--- config.mk ---
export PLATFORM = sky130hd
export DESIGN_NAME = base64_stream_codec
export DESIGN_NICKNAME = d
export VERILOG_FILES = /design/src/rtl/b64c_pkg.sv /design/src/rtl/b64c_front.sv /design/src/rtl/b64c_cmd_queue.sv /design/src/rtl/b64c_back.sv /design/src/rtl/base64_stream_codec.sv
export SDC_FILE = /design/constraint.sdc
export NUM_CORES = 1
export LEC_CHECK = 0
export BUFFER_PORTS_ARGS = -buffer_cell sky130_fd_sc_hd__buf_2
export CAP_MARGIN = 25
export CELL_PAD_IN_SITES_DETAIL_PLACEMENT = 1
export CELL_PAD_IN_SITES_GLOBAL_PLACEMENT = 2
export CORE_UTILIZATION = 43
export CTS_CLUSTER_SIZE = 25
export DETAILED_ROUTE_END_ITERATION = 6
export PLACE_DENSITY_LB_ADDON = 0.1
export SYNTH_ARGS = -nofsm -noshare
export SYNTH_HDL_FRONTEND = slang
export SYNTH_SLANG_ARGS = --single-unit
--- constraint.sdc ---
create_clock -name clock -period 3.9 [get_ports clock]
set_input_delay 0.78 -clock clock [delete_from_list [all_inputs] [get_ports clock]]
set_output_delay 0.78 -clock clock [all_outputs]
set_load 0.01 [all_outputs]
--- src/rtl/b64c_pkg.sv ---
package b64c_pkg;

   localparam int unsigned CMD_DEPTH = 4;
   localparam int unsigned CMD_PTR_W = $clog2(CMD_DEPTH);
   localparam int unsigned CMD_CNT_W = $clog2(CMD_DEPTH + 1);

   localparam logic [1:0] ST_OK         = 2'd0;
   localparam logic [1:0] ST_BAD_CHAR   = 2'd1;
   localparam logic [1:0] ST_INCOMPLETE = 2'd2;

   localparam logic DIR_ENCODE = 1'b0;
   localparam logic DIR_DECODE = 1'b1;

   localparam logic [7:0] PAD_CHAR = 8'h3D;

   typedef struct packed {
      logic [7:0] in_byte;
      logic       in_last;
   } req_type;

   typedef struct packed {
      logic [7:0] out_byte;
      logic       out_valid;
      logic       out_last;
      logic [1:0] status;
   } rsp_type;

   // one finished group handed from front to back
   typedef struct packed {
      logic [23:0] bits;
      logic        mode;
      logic [2:0]  chars;
      logic [1:0]  last_idx;
      logic        last;
      logic [1:0]  status;
      logic        data;
   } cmd_type;

   function automatic logic [7:0] enc_char(input logic [5:0] v);
      logic [7:0] r;
      r = 8'h2F;
      if (v < 6'd26) begin
         r = 8'h41 + {2'b00, v};
      end else if (v < 6'd52) begin
         r = 8'h61 + {2'b00, v} - 8'd26;
      end else if (v < 6'd62) begin
         r = 8'h30 + {2'b00, v} - 8'd52;
      end else if (v == 6'd62) begin
         r = 8'h2B;
      end
      return r;
   endfunction

   // bit 6 set: not in the alphabet
   function automatic logic [6:0] dec_sextet(input logic [7:0] c);
      logic [6:0] r;
      r = 7'h40;
      if (c >= 8'h41 && c <= 8'h5A) begin
         r = {1'b0, 6'(c - 8'h41)};
      end else if (c >= 8'h61 && c <= 8'h7A) begin
         r = {1'b0, 6'(c - 8'h61 + 8'd26)};
      end else if (c >= 8'h30 && c <= 8'h39) begin
         r = {1'b0, 6'(c - 8'h30 + 8'd52)};
      end else if (c == 8'h2B) begin
         r = 7'd62;
      end else if (c == 8'h2F) begin
         r = 7'd63;
      end
      return r;
   endfunction

endpackage

--- src/rtl/b64c_front.sv ---
module b64c_front (
   input  logic               clock,
   input  logic               reset,
   input  logic               req_push,
   input  b64c_pkg::req_type  req_data,
   input  logic               csr_we,
   input  logic               csr_wdata,
   input  logic               q_full,
   output logic               q_push,
   output b64c_pkg::cmd_type  q_cmd
);

   logic        dir_ff, dir_in;
   logic [23:0] bits_ff, bits_in;
   logic [1:0]  fill_ff, fill_in;
   logic [1:0]  marks_ff, marks_in;
   logic        bad_ff, bad_in;

   logic        accept;
   logic [2:0]  fill_n;
   logic [23:0] enc_bits, dec_bits;
   logic [6:0]  sx;
   logic [5:0]  s6;
   logic        is_pad;
   logic [1:0]  marks_n;
   logic        bad_n;
   logic [1:0]  m_cut1, m_cut0;

   assign accept = req_push && !q_full;
   assign fill_n = {1'b0, fill_ff} + 3'd1;
   assign is_pad = (req_data.in_byte == b64c_pkg::PAD_CHAR);
   assign sx     = b64c_pkg::dec_sextet(req_data.in_byte);
   assign s6     = (is_pad || sx[6]) ? 6'd0 : sx[5:0];
   assign bad_n  = bad_ff || (!is_pad && sx[6]);

   always_comb begin
      marks_n = marks_ff;
      if (is_pad && fill_ff == 2'd2) begin
         marks_n[1] = 1'b1;
      end
      if (is_pad && fill_ff == 2'd3) begin
         marks_n[0] = 1'b1;
      end
   end

   always_comb begin
      case (fill_ff)
         2'd0:    enc_bits = bits_ff | {req_data.in_byte, 16'h0};
         2'd1:    enc_bits = bits_ff | {8'h0, req_data.in_byte, 8'h0};
         default: enc_bits = bits_ff | {16'h0, req_data.in_byte};
      endcase
      case (fill_ff)
         2'd0:    dec_bits = bits_ff | {s6, 18'h0};
         2'd1:    dec_bits = bits_ff | {6'h0, s6, 12'h0};
         2'd2:    dec_bits = bits_ff | {12'h0, s6, 6'h0};
         default: dec_bits = bits_ff | {18'h0, s6};
      endcase
   end

   assign m_cut1 = {1'b0, req_data.in_last & marks_n[1]};
   assign m_cut0 = {1'b0, req_data.in_last & marks_n[0]};

   always_comb begin
      dir_in   = dir_ff;
      bits_in  = bits_ff;
      fill_in  = fill_ff;
      marks_in = marks_ff;
      bad_in   = bad_ff;
      q_push   = 1'b0;
      q_cmd    = '0;
      q_cmd.mode = dir_ff;
      if (csr_we) begin
         dir_in   = csr_wdata;
         bits_in  = '0;
         fill_in  = '0;
         marks_in = '0;
         bad_in   = 1'b0;
      end else if (accept) begin
         if (dir_ff == b64c_pkg::DIR_ENCODE) begin
            if (fill_n == 3'd3 || req_data.in_last) begin
               q_push         = 1'b1;
               q_cmd.bits     = enc_bits;
               q_cmd.chars    = fill_n + 3'd1;
               q_cmd.last_idx = 2'd3;
               q_cmd.last     = req_data.in_last;
               q_cmd.status   = b64c_pkg::ST_OK;
               q_cmd.data     = 1'b1;
               bits_in        = '0;
               fill_in        = '0;
            end else begin
               bits_in = enc_bits;
               fill_in = fill_n[1:0];
            end
         end else begin
            if (fill_n == 3'd4) begin
               q_push         = 1'b1;
               q_cmd.bits     = dec_bits;
               q_cmd.chars    = 3'd4;
               q_cmd.last_idx = 2'd2 - m_cut1 - m_cut0;
               q_cmd.last     = req_data.in_last;
               q_cmd.status   = bad_n ? b64c_pkg::ST_BAD_CHAR : b64c_pkg::ST_OK;
               q_cmd.data     = 1'b1;
               bits_in        = '0;
               fill_in        = '0;
               marks_in       = '0;
               bad_in         = 1'b0;
            end else if (req_data.in_last) begin
               q_push         = 1'b1;
               q_cmd.bits     = '0;
               q_cmd.chars    = 3'd4;
               q_cmd.last_idx = 2'd0;
               q_cmd.last     = 1'b1;
               q_cmd.status   = b64c_pkg::ST_INCOMPLETE;
               q_cmd.data     = 1'b0;
               bits_in        = '0;
               fill_in        = '0;
               marks_in       = '0;
               bad_in         = 1'b0;
            end else begin
               bits_in  = dec_bits;
               fill_in  = fill_n[1:0];
               marks_in = marks_n;
               bad_in   = bad_n;
            end
         end
      end
   end

   always_ff @(posedge clock) begin
      if (reset) begin
         dir_ff   <= b64c_pkg::DIR_ENCODE;
         bits_ff  <= '0;
         fill_ff  <= '0;
         marks_ff <= '0;
         bad_ff   <= 1'b0;
      end else begin
         dir_ff   <= dir_in;
         bits_ff  <= bits_in;
         fill_ff  <= fill_in;
         marks_ff <= marks_in;
         bad_ff   <= bad_in;
      end
   end

endmodule

--- src/rtl/b64c_cmd_queue.sv ---
module b64c_cmd_queue (
   input  logic               clock,
   input  logic               reset,
   input  logic               push,
   input  b64c_pkg::cmd_type  push_cmd,
   input  logic               pop,
   output b64c_pkg::cmd_type  head_cmd,
   output logic               full,
   output logic               empty
);

   b64c_pkg::cmd_type entry_ff [b64c_pkg::CMD_DEPTH];

   logic [b64c_pkg::CMD_PTR_W-1:0] wr_ptr_ff, wr_ptr_in;
   logic [b64c_pkg::CMD_PTR_W-1:0] rd_ptr_ff, rd_ptr_in;
   logic [b64c_pkg::CMD_CNT_W-1:0] count_ff, count_in;
   logic                           do_push, do_pop;

   assign full     = (count_ff == b64c_pkg::CMD_CNT_W'(b64c_pkg::CMD_DEPTH));
   assign empty    = (count_ff == '0);
   assign do_push  = push && !full;
   assign do_pop   = pop && !empty;
   assign head_cmd = entry_ff[rd_ptr_ff];

   always_comb begin
      wr_ptr_in = wr_ptr_ff;
      rd_ptr_in = rd_ptr_ff;
      count_in  = count_ff;
      if (do_push) begin
         wr_ptr_in = (wr_ptr_ff == b64c_pkg::CMD_PTR_W'(b64c_pkg::CMD_DEPTH - 1)) ?
                     '0 : wr_ptr_ff + 1'b1;
      end
      if (do_pop) begin
         rd_ptr_in = (rd_ptr_ff == b64c_pkg::CMD_PTR_W'(b64c_pkg::CMD_DEPTH - 1)) ?
                     '0 : rd_ptr_ff + 1'b1;
      end
      if (do_push && !do_pop) begin
         count_in = count_ff + 1'b1;
      end else if (do_pop && !do_push) begin
         count_in = count_ff - 1'b1;
      end
   end

   always_ff @(posedge clock) begin
      if (reset) begin
         wr_ptr_ff <= '0;
         rd_ptr_ff <= '0;
         count_ff  <= '0;
      end else begin
         wr_ptr_ff <= wr_ptr_in;
         rd_ptr_ff <= rd_ptr_in;
         count_ff  <= count_in;
      end
   end

   always_ff @(posedge clock) begin
      if (do_push) begin
         entry_ff[wr_ptr_ff] <= push_cmd;
      end
   end

endmodule

--- src/rtl/b64c_back.sv ---
module b64c_back (
   input  logic               clock,
   input  logic               reset,
   input  logic               q_empty,
   input  b64c_pkg::cmd_type  q_cmd,
   output logic               q_pop,
   input  logic               rsp_pop,
   output logic               rsp_empty,
   output b64c_pkg::rsp_type  rsp_data
);

   logic [1:0]        idx_ff, idx_in;
   logic              vld_ff, vld_in;
   b64c_pkg::rsp_type out_ff, out_in;

   logic              advance;
   logic              at_end;
   logic [5:0]        sextet;
   logic [7:0]        dbyte;
   logic [7:0]        ebyte;

   assign advance = !q_empty && (!vld_ff || rsp_pop);
   assign at_end  = (idx_ff == q_cmd.last_idx);
   assign q_pop   = advance && at_end;

   always_comb begin
      case (idx_ff)
         2'd0:    sextet = q_cmd.bits[23:18];
         2'd1:    sextet = q_cmd.bits[17:12];
         2'd2:    sextet = q_cmd.bits[11:6];
         default: sextet = q_cmd.bits[5:0];
      endcase
      case (idx_ff)
         2'd0:    dbyte = q_cmd.bits[23:16];
         2'd1:    dbyte = q_cmd.bits[15:8];
         default: dbyte = q_cmd.bits[7:0];
      endcase
   end

   // pad characters past the real ones
   assign ebyte = ({1'b0, idx_ff} >= q_cmd.chars) ? b64c_pkg::PAD_CHAR :
                  b64c_pkg::enc_char(sextet);

   always_comb begin
      idx_in = idx_ff;
      vld_in = vld_ff;
      out_in = out_ff;
      if (advance) begin
         vld_in           = 1'b1;
         out_in.out_byte  = (q_cmd.mode == b64c_pkg::DIR_ENCODE) ? ebyte : dbyte;
         out_in.out_valid = q_cmd.data;
         out_in.out_last  = q_cmd.last && at_end;
         out_in.status    = q_cmd.status;
         idx_in           = at_end ? 2'd0 : idx_ff + 2'd1;
      end else if (rsp_pop) begin
         vld_in = 1'b0;
      end
   end

   always_ff @(posedge clock) begin
      if (reset) begin
         idx_ff <= '0;
         vld_ff <= 1'b0;
      end else begin
         idx_ff <= idx_in;
         vld_ff <= vld_in;
      end
   end

   always_ff @(posedge clock) begin
      out_ff <= out_in;
   end

   assign rsp_empty = !vld_ff;
   assign rsp_data  = out_ff;

endmodule

--- src/rtl/base64_stream_codec.sv ---
// Streaming base64 codec, standard alphabet with '=' padding. csr_wdata 0 encodes bytes
// into characters (each three-byte group, or the shorter final one, gives four beats),
// 1 decodes characters into bytes (each four-character group gives three beats, fewer
// when the final group ends in '='; a short final group gives one status-only beat).
// Writing the csr drops any partial group; write it only while the block is idle.
// A beat enters every cycle unless req_full is set; results leave one beat per cycle
// while rsp_pop is held; decoding sustains one input beat per cycle, encoding fewer.
// A four-deep group queue between input and output lets each side stall on its own;
// with the output side idle, the first result of a group is registered onto the result
// ports from the queue entry written at the edge that accepts the beat completing the group.
module base64_stream_codec (
   input  logic               clock,
   input  logic               reset,
   input  logic               req_push,
   output logic               req_full,
   input  b64c_pkg::req_type  req_data,
   output logic               rsp_empty,
   input  logic               rsp_pop,
   output b64c_pkg::rsp_type  rsp_data,
   input  logic               csr_we,
   input  logic               csr_wdata
);

   logic              q_push, q_pop, q_full, q_empty;
   b64c_pkg::cmd_type q_in, q_head;

   assign req_full = q_full;

   b64c_front u_front (
      .clock     (clock),
      .reset     (reset),
      .req_push  (req_push),
      .req_data  (req_data),
      .csr_we    (csr_we),
      .csr_wdata (csr_wdata),
      .q_full    (q_full),
      .q_push    (q_push),
      .q_cmd     (q_in)
   );

   b64c_cmd_queue u_queue (
      .clock    (clock),
      .reset    (reset),
      .push     (q_push),
      .push_cmd (q_in),
      .pop      (q_pop),
      .head_cmd (q_head),
      .full     (q_full),
      .empty    (q_empty)
   );

   b64c_back u_back (
      .clock     (clock),
      .reset     (reset),
      .q_empty   (q_empty),
      .q_cmd     (q_head),
      .q_pop     (q_pop),
      .rsp_pop   (rsp_pop),
      .rsp_empty (rsp_empty),
      .rsp_data  (rsp_data)
   );

endmodule

-- Word-level counts from Yosys, hierarchy flattened
Memory sizes are Yosys's and may differ from the RTL's. A register that Yosys moved wholly into a read port is not among the register bits.
Index checks and enable logic that the tools add are counted.
- reduce and logical (&&, ||, !) cells: 31
- add/sub/neg operators: 19
- equality and inequality tests: 15
- order comparisons: 10
- mux-type cells: 59
- bitwise gates (word level): 9
- operator list (kind ; number):
    two-way mux 24 bit ; 9
    one-hot mux 24 bit (3 select lines) ; 1
    two-way mux 9 bit ; 6
    OR 24 bit ; 2
    one-hot mux 24 bit (2 select lines) ; 1
    two-way mux 8 bit ; 5
    two-way mux 7 bit ; 5
    equality test 8 x 6 -> 1 bit, second input constant ; 3
    OR 24 x 12 -> 24 bit ; 1
    OR 24 x 16 -> 24 bit ; 1
    OR 24 x 18 -> 24 bit ; 1
    OR 24 x 6 -> 24 bit ; 1
    OR 24 x 8 -> 24 bit ; 1
    two-way mux 2 bit ; 11
    one-hot mux 6 bit (3 select lines) ; 1
    adder 7 x 6 -> 8 bit, first input constant ; 2
    >= comparator 8 x 7 -> 1 bit, second input constant ; 2
    less-or-equal comparator 8 x 7 -> 1 bit, second input constant ; 2
    one-hot mux 8 bit (2 select lines) ; 1
    two-way mux 1 bit ; 15
    logical AND 1 bit ; 14
    less-than comparator 6 bit, second input constant ; 2
    subtractor 6 bit, second input constant ; 2
    equality test 2 bit, second input constant ; 5
    31 further kinds ; 49
- logic and storage cells: 158
- bits in writable memories: 136
- memories: 1
- bits in registers: 52
- input port bits: 15
- memory list (memory ; depth ; width ; rd ports ; clocked after Yosys merged registers in ; wr ports ; line ; text):
    u_queue.entry_ff ; 4 ; 34 ; 1 ; 1 ; 1 ; b64c_cmd_queue.sv:12 ; b64c_pkg::cmd_type entry_ff [b64c_pkg::CMD_DEPTH];

-- Longest topological paths before layout
- depth after elaboration: 14
- mapped depth: 14

-- Modules after synthesis
A second synthesis with hierarchy kept.
- cell total of the unflattened synthesis: 813
- area total of the unflattened synthesis: 9634.2 um2
- by module, submodules not included (module ; instances ; area an instance (um2) ; cells each ; seq. area each (um2)):
    b64c_cmd_queue ; 1 ; 5397.7 ; 228 ; 4264.1
    b64c_front ; 1 ; 2871.5 ; 419 ; 600.6
    b64c_back ; 1 ; 1365.1 ; 166 ; 420.4

-- Worst setup path before layout
OpenSTA, ideal clock, no wires.
- path type: input-to-reg
- start: input req_data[3] (netlist bit)
- end: memory u_queue.entry_ff[0][10] (netlist bit) (data pin)
- cell stages on the path: 11
- path buffers: 2
- arrival: 3.062 ns
- library setup time: 0.217 ns
- setup slack: 0.622 ns
- cell sequence: buf_2 inv_1 ha_1 a21oi_1 a311oi_1 or4_1 a31oi_1 buf_2 and2_1 nand2_1 a211oi_1
- RTL lines (what ; line ; text):
    start, declared ; base64_stream_codec.sv:16 ; input b64c_pkg::req_type req_data,
    end, declared ; b64c_cmd_queue.sv:12 ;

==> run metrics <==
CP Data Required Time between 4 and 5 ns; r2r worst-path depth 13; drt drc 0; CTS Root Cell clkbuf_16; synthesized instance count roughly 850; std cell rows 54; min Tclk post-route about 3.6 ns; largest family of logic cells by synthesized area compound AO/OA/AOI/OAI gates; status complete, no violations; postcts setup bufs 0; distinct cell type count after synthesis 77; Crit path arrival time roughly 3.8 ns; Post-DRT Antenna Nets 0; clock skew 0.0141 ns; Hold Crit Class reg2reg; post-synthesis mux area share 0.0862; Setup violations, final 0; top cells by count, synth edfxtp_1, nor2_1, a21oi_1; Worst slew margin 0.438; largest net degree at the start of global routing 35; quantity of I/O buffers inserted on ports 28; IR drop worst, VDD a little over 0.3 mV; Final nets ~940; count leader, synth edfxtp_1; Worst-path clk slew 0.09 ns; Clock Latency Late Sink ~0.45 ns; Die Area about 23000 µm²; DR WL/cell approximately 24 µm; P&R area growth vs syn 13.1%; Overflow after GRT 0; max_cap viols 0; Iteration-0 DRC Markers around 480; Post-Synthesis Net Count 900; Setup CP Type in2reg; P per Cell Area 596 nW/µm²; top cell type's share of synthesized area 0.453; Die H between 150 and 200 µm; Core Box Area 22100 µm²; diode count 0; Post-CTS Hold Buffers 0; Fmax achieved 277 MHz; #FFs+latches synth between 150 and 200; Async SR Flop Fraction 0; synthesized area approximately 9800 µm²; Post-Layout Inst Area ~11000 µm²; Synth Area in XOR/XNOR 0.00803; chip width roughly 150 µm; Hold Vio Cnt, Final 0; Synth Area in Adders 0.0480; crit end category flop; Simple-Gate Fraction of Synth Area 0.113; Post-synth EDFFs ~150; leading area contributor after synthesis edfxtp_1; IO Count 29; most used flip-flop cell after synthesis edfxtp_1; GPL Wtd Cong slightly below 0.9; total number of yosys warnings 0; vias per inst 6.10; final wirelength 28400 µm; final core utilization 0.502; R2R Setup Slk between 0.3 and 0.4 ns; post-cts repair resize count 0; reg2reg start u_back.idx_ff[1]$_SDFFE_PP0P_; First-pass DRT Iterations 6; Max Root-Sink Buffers 2; worst-path fanout max 13; compound-cell area share of the yosys netlist 0.170; RSZ-0062 raised after global routing no; gr usage total 0.250; clk sink count 190; R2R Path End u_back.rsp_data[7]$_DFFE_PP_; TritonCTS clock tree yes; CP startpoint req_data[4]; initial antenna violation count 0; vias about 7200; H-tree depth 4; top cells by area, synth edfxtp_1, dfxtp_1, ha_1; count of pins over their slew limit 0; first-pass GRT wire length 44400 µm; detailed placement HPWL approximately 21000 µm; FILL cells between 2000 and 2500; CP Capture Point u_queue.entry_ff[1][13]$_DFFE_PP_; vias in the first global route between 7000 and 8000; Final Cycle Share 0.927; Syn Area/Cell 11.6 µm²; sequential share of the synthesized area 0.539; placed inst area roughly 10000 µm²; CP Launch Type input port; share of cells above drive strength 1 0.155; cts bufs inserted 17; Slew @ Worst Pin approximately 0.84 ns; starting density of the core 0.444; P_leak between 3 and 4 nW
[critical path, stage by stage]
cell      delay [ns]
buf_2           0.27
ha_1            0.30
a21oi_1         0.10
a311oi_1        0.60
nor4b_2         0.24
a21o_1          0.23
a221oi_1        0.50
nor2_1          0.13
o21ai_0         0.61
[metal layers]
metal,vias to the layer above,global-route usage,share of wire
met5,-,0,0
met4,0,0.0722,0.015
met3,26,0.0301,0.027
met2,147,0.427,0.49
met1,3692,0.336,0.46
li1,3359,-,-
[through the flow]
stage | hold slack, ns | std cells | power, mW | setup WS [ns] | setup TNS (ns)
2_1_floorplan | 0.446 | 848 | 4.07 | 0.622 | 0
3_3_place_gp | 0.452 | 1152 | 4.75 | 0.00914 | 0
3_5_place_dp | 0.471 | 1152 | 4.80 | -0.0649 | -0.260
4_1_cts | 0.484 | 1184 | 6.66 | 0.378 | 0
5_1_grt | 0.500 | 1185 | 6.94 | 0.0539 | 0
6_report | 0.489 | 1185 | 6.62 | 0.284 | 0
[layout by cell type, fill, tap and decap left out, types with 7 or more instances in the layout]
cell       instances
nand2_1           57
mux2i_1           44
nor3_1            21
and2_1            11
ha_1              36
edfxtp_1         148
a22oi_1           10
o22ai_1           18
inv_1             30
o21ai_0           41
nor2b_1            7
a221oi_1           9
a211oi_1          23
buf_4             43
mux4_2            14
nor2_1            60
buf_2             29
nand2b_1          17
and3_1             8
clkbuf_16         17
a21oi_1           59
a21o_1             7
a31oi_1           17
dfxtp_1           41
nand3_1           20
[cells by family after synthesis]
kind of cell | after synthesis
compound gates | 242
xor+xnor | 9
flops | 190
simple gates | 227
buf+inv | 81
fa+ha+maj | 37
mux | 62
[worst min path at each step]
stage | startpoint | end | cells past startpoint
after floorplan | u_back.vld_ff$_SDFFE_PP0P_ | u_back.vld_ff$_SDFFE_PP0P_ | 2
final | u_front.marks_ff[0]$_SDFFE_PP0P_ | u_front.marks_ff[0]$_SDFFE_PP0P_ | 1
after global routing | u_front.marks_ff[0]$_SDFFE_PP0P_ | u_front.marks_ff[0]$_SDFFE_PP0P_ | 1
after global placement | u_back.vld_ff$_SDFFE_PP0P_ | u_back.vld_ff$_SDFFE_PP0P_ | 2
after detailed placement | u_back.vld_ff$_SDFFE_PP0P_ | u_back.vld_ff$_SDFFE_PP0P_ | 2
after CTS | u_back.vld_ff$_SDFFE_PP0P_ | u_back.vld_ff$_SDFFE_PP0P_ | 2
[registers in the layout, indices dropped and copies added (netlist names), named ones only]
register / cells
u_queue.wr_ptr_ff: 2
u_queue.count_ff: 3
u_back.rsp_data: 12
u_queue.entry_ff: 136
u_front.bits_ff: 24
u_front.marks_ff: 2
u_front.fill_ff: 2
u_front.dir_ff: 1
u_back.vld_ff: 1
u_queue.rd_ptr_ff: 2
u_front.bad_ff: 1
u_back.idx_ff: 2
[report_power, final]
group          leakage, nW  internal [mW]  switching, mW
clock                0.314          0.913          0.941
sequential            1.77           2.38         0.0850
combinational         1.79          0.872           1.42
total                 3.87           4.16           2.45
[cell type report]
cell class	instances	area [µm²]	share of cell area
sequential	190	5290	0.476
multi-input combinational	577	4180	0.376
timing repair buffer	74	508	0.0458
clock buffer	17	425	0.0383
tap	280	350	0.0316
clock inverter	15	230	0.0207
inverter	32	120	0.0108
No activity file was read; power rests on OpenSTA's default activity.
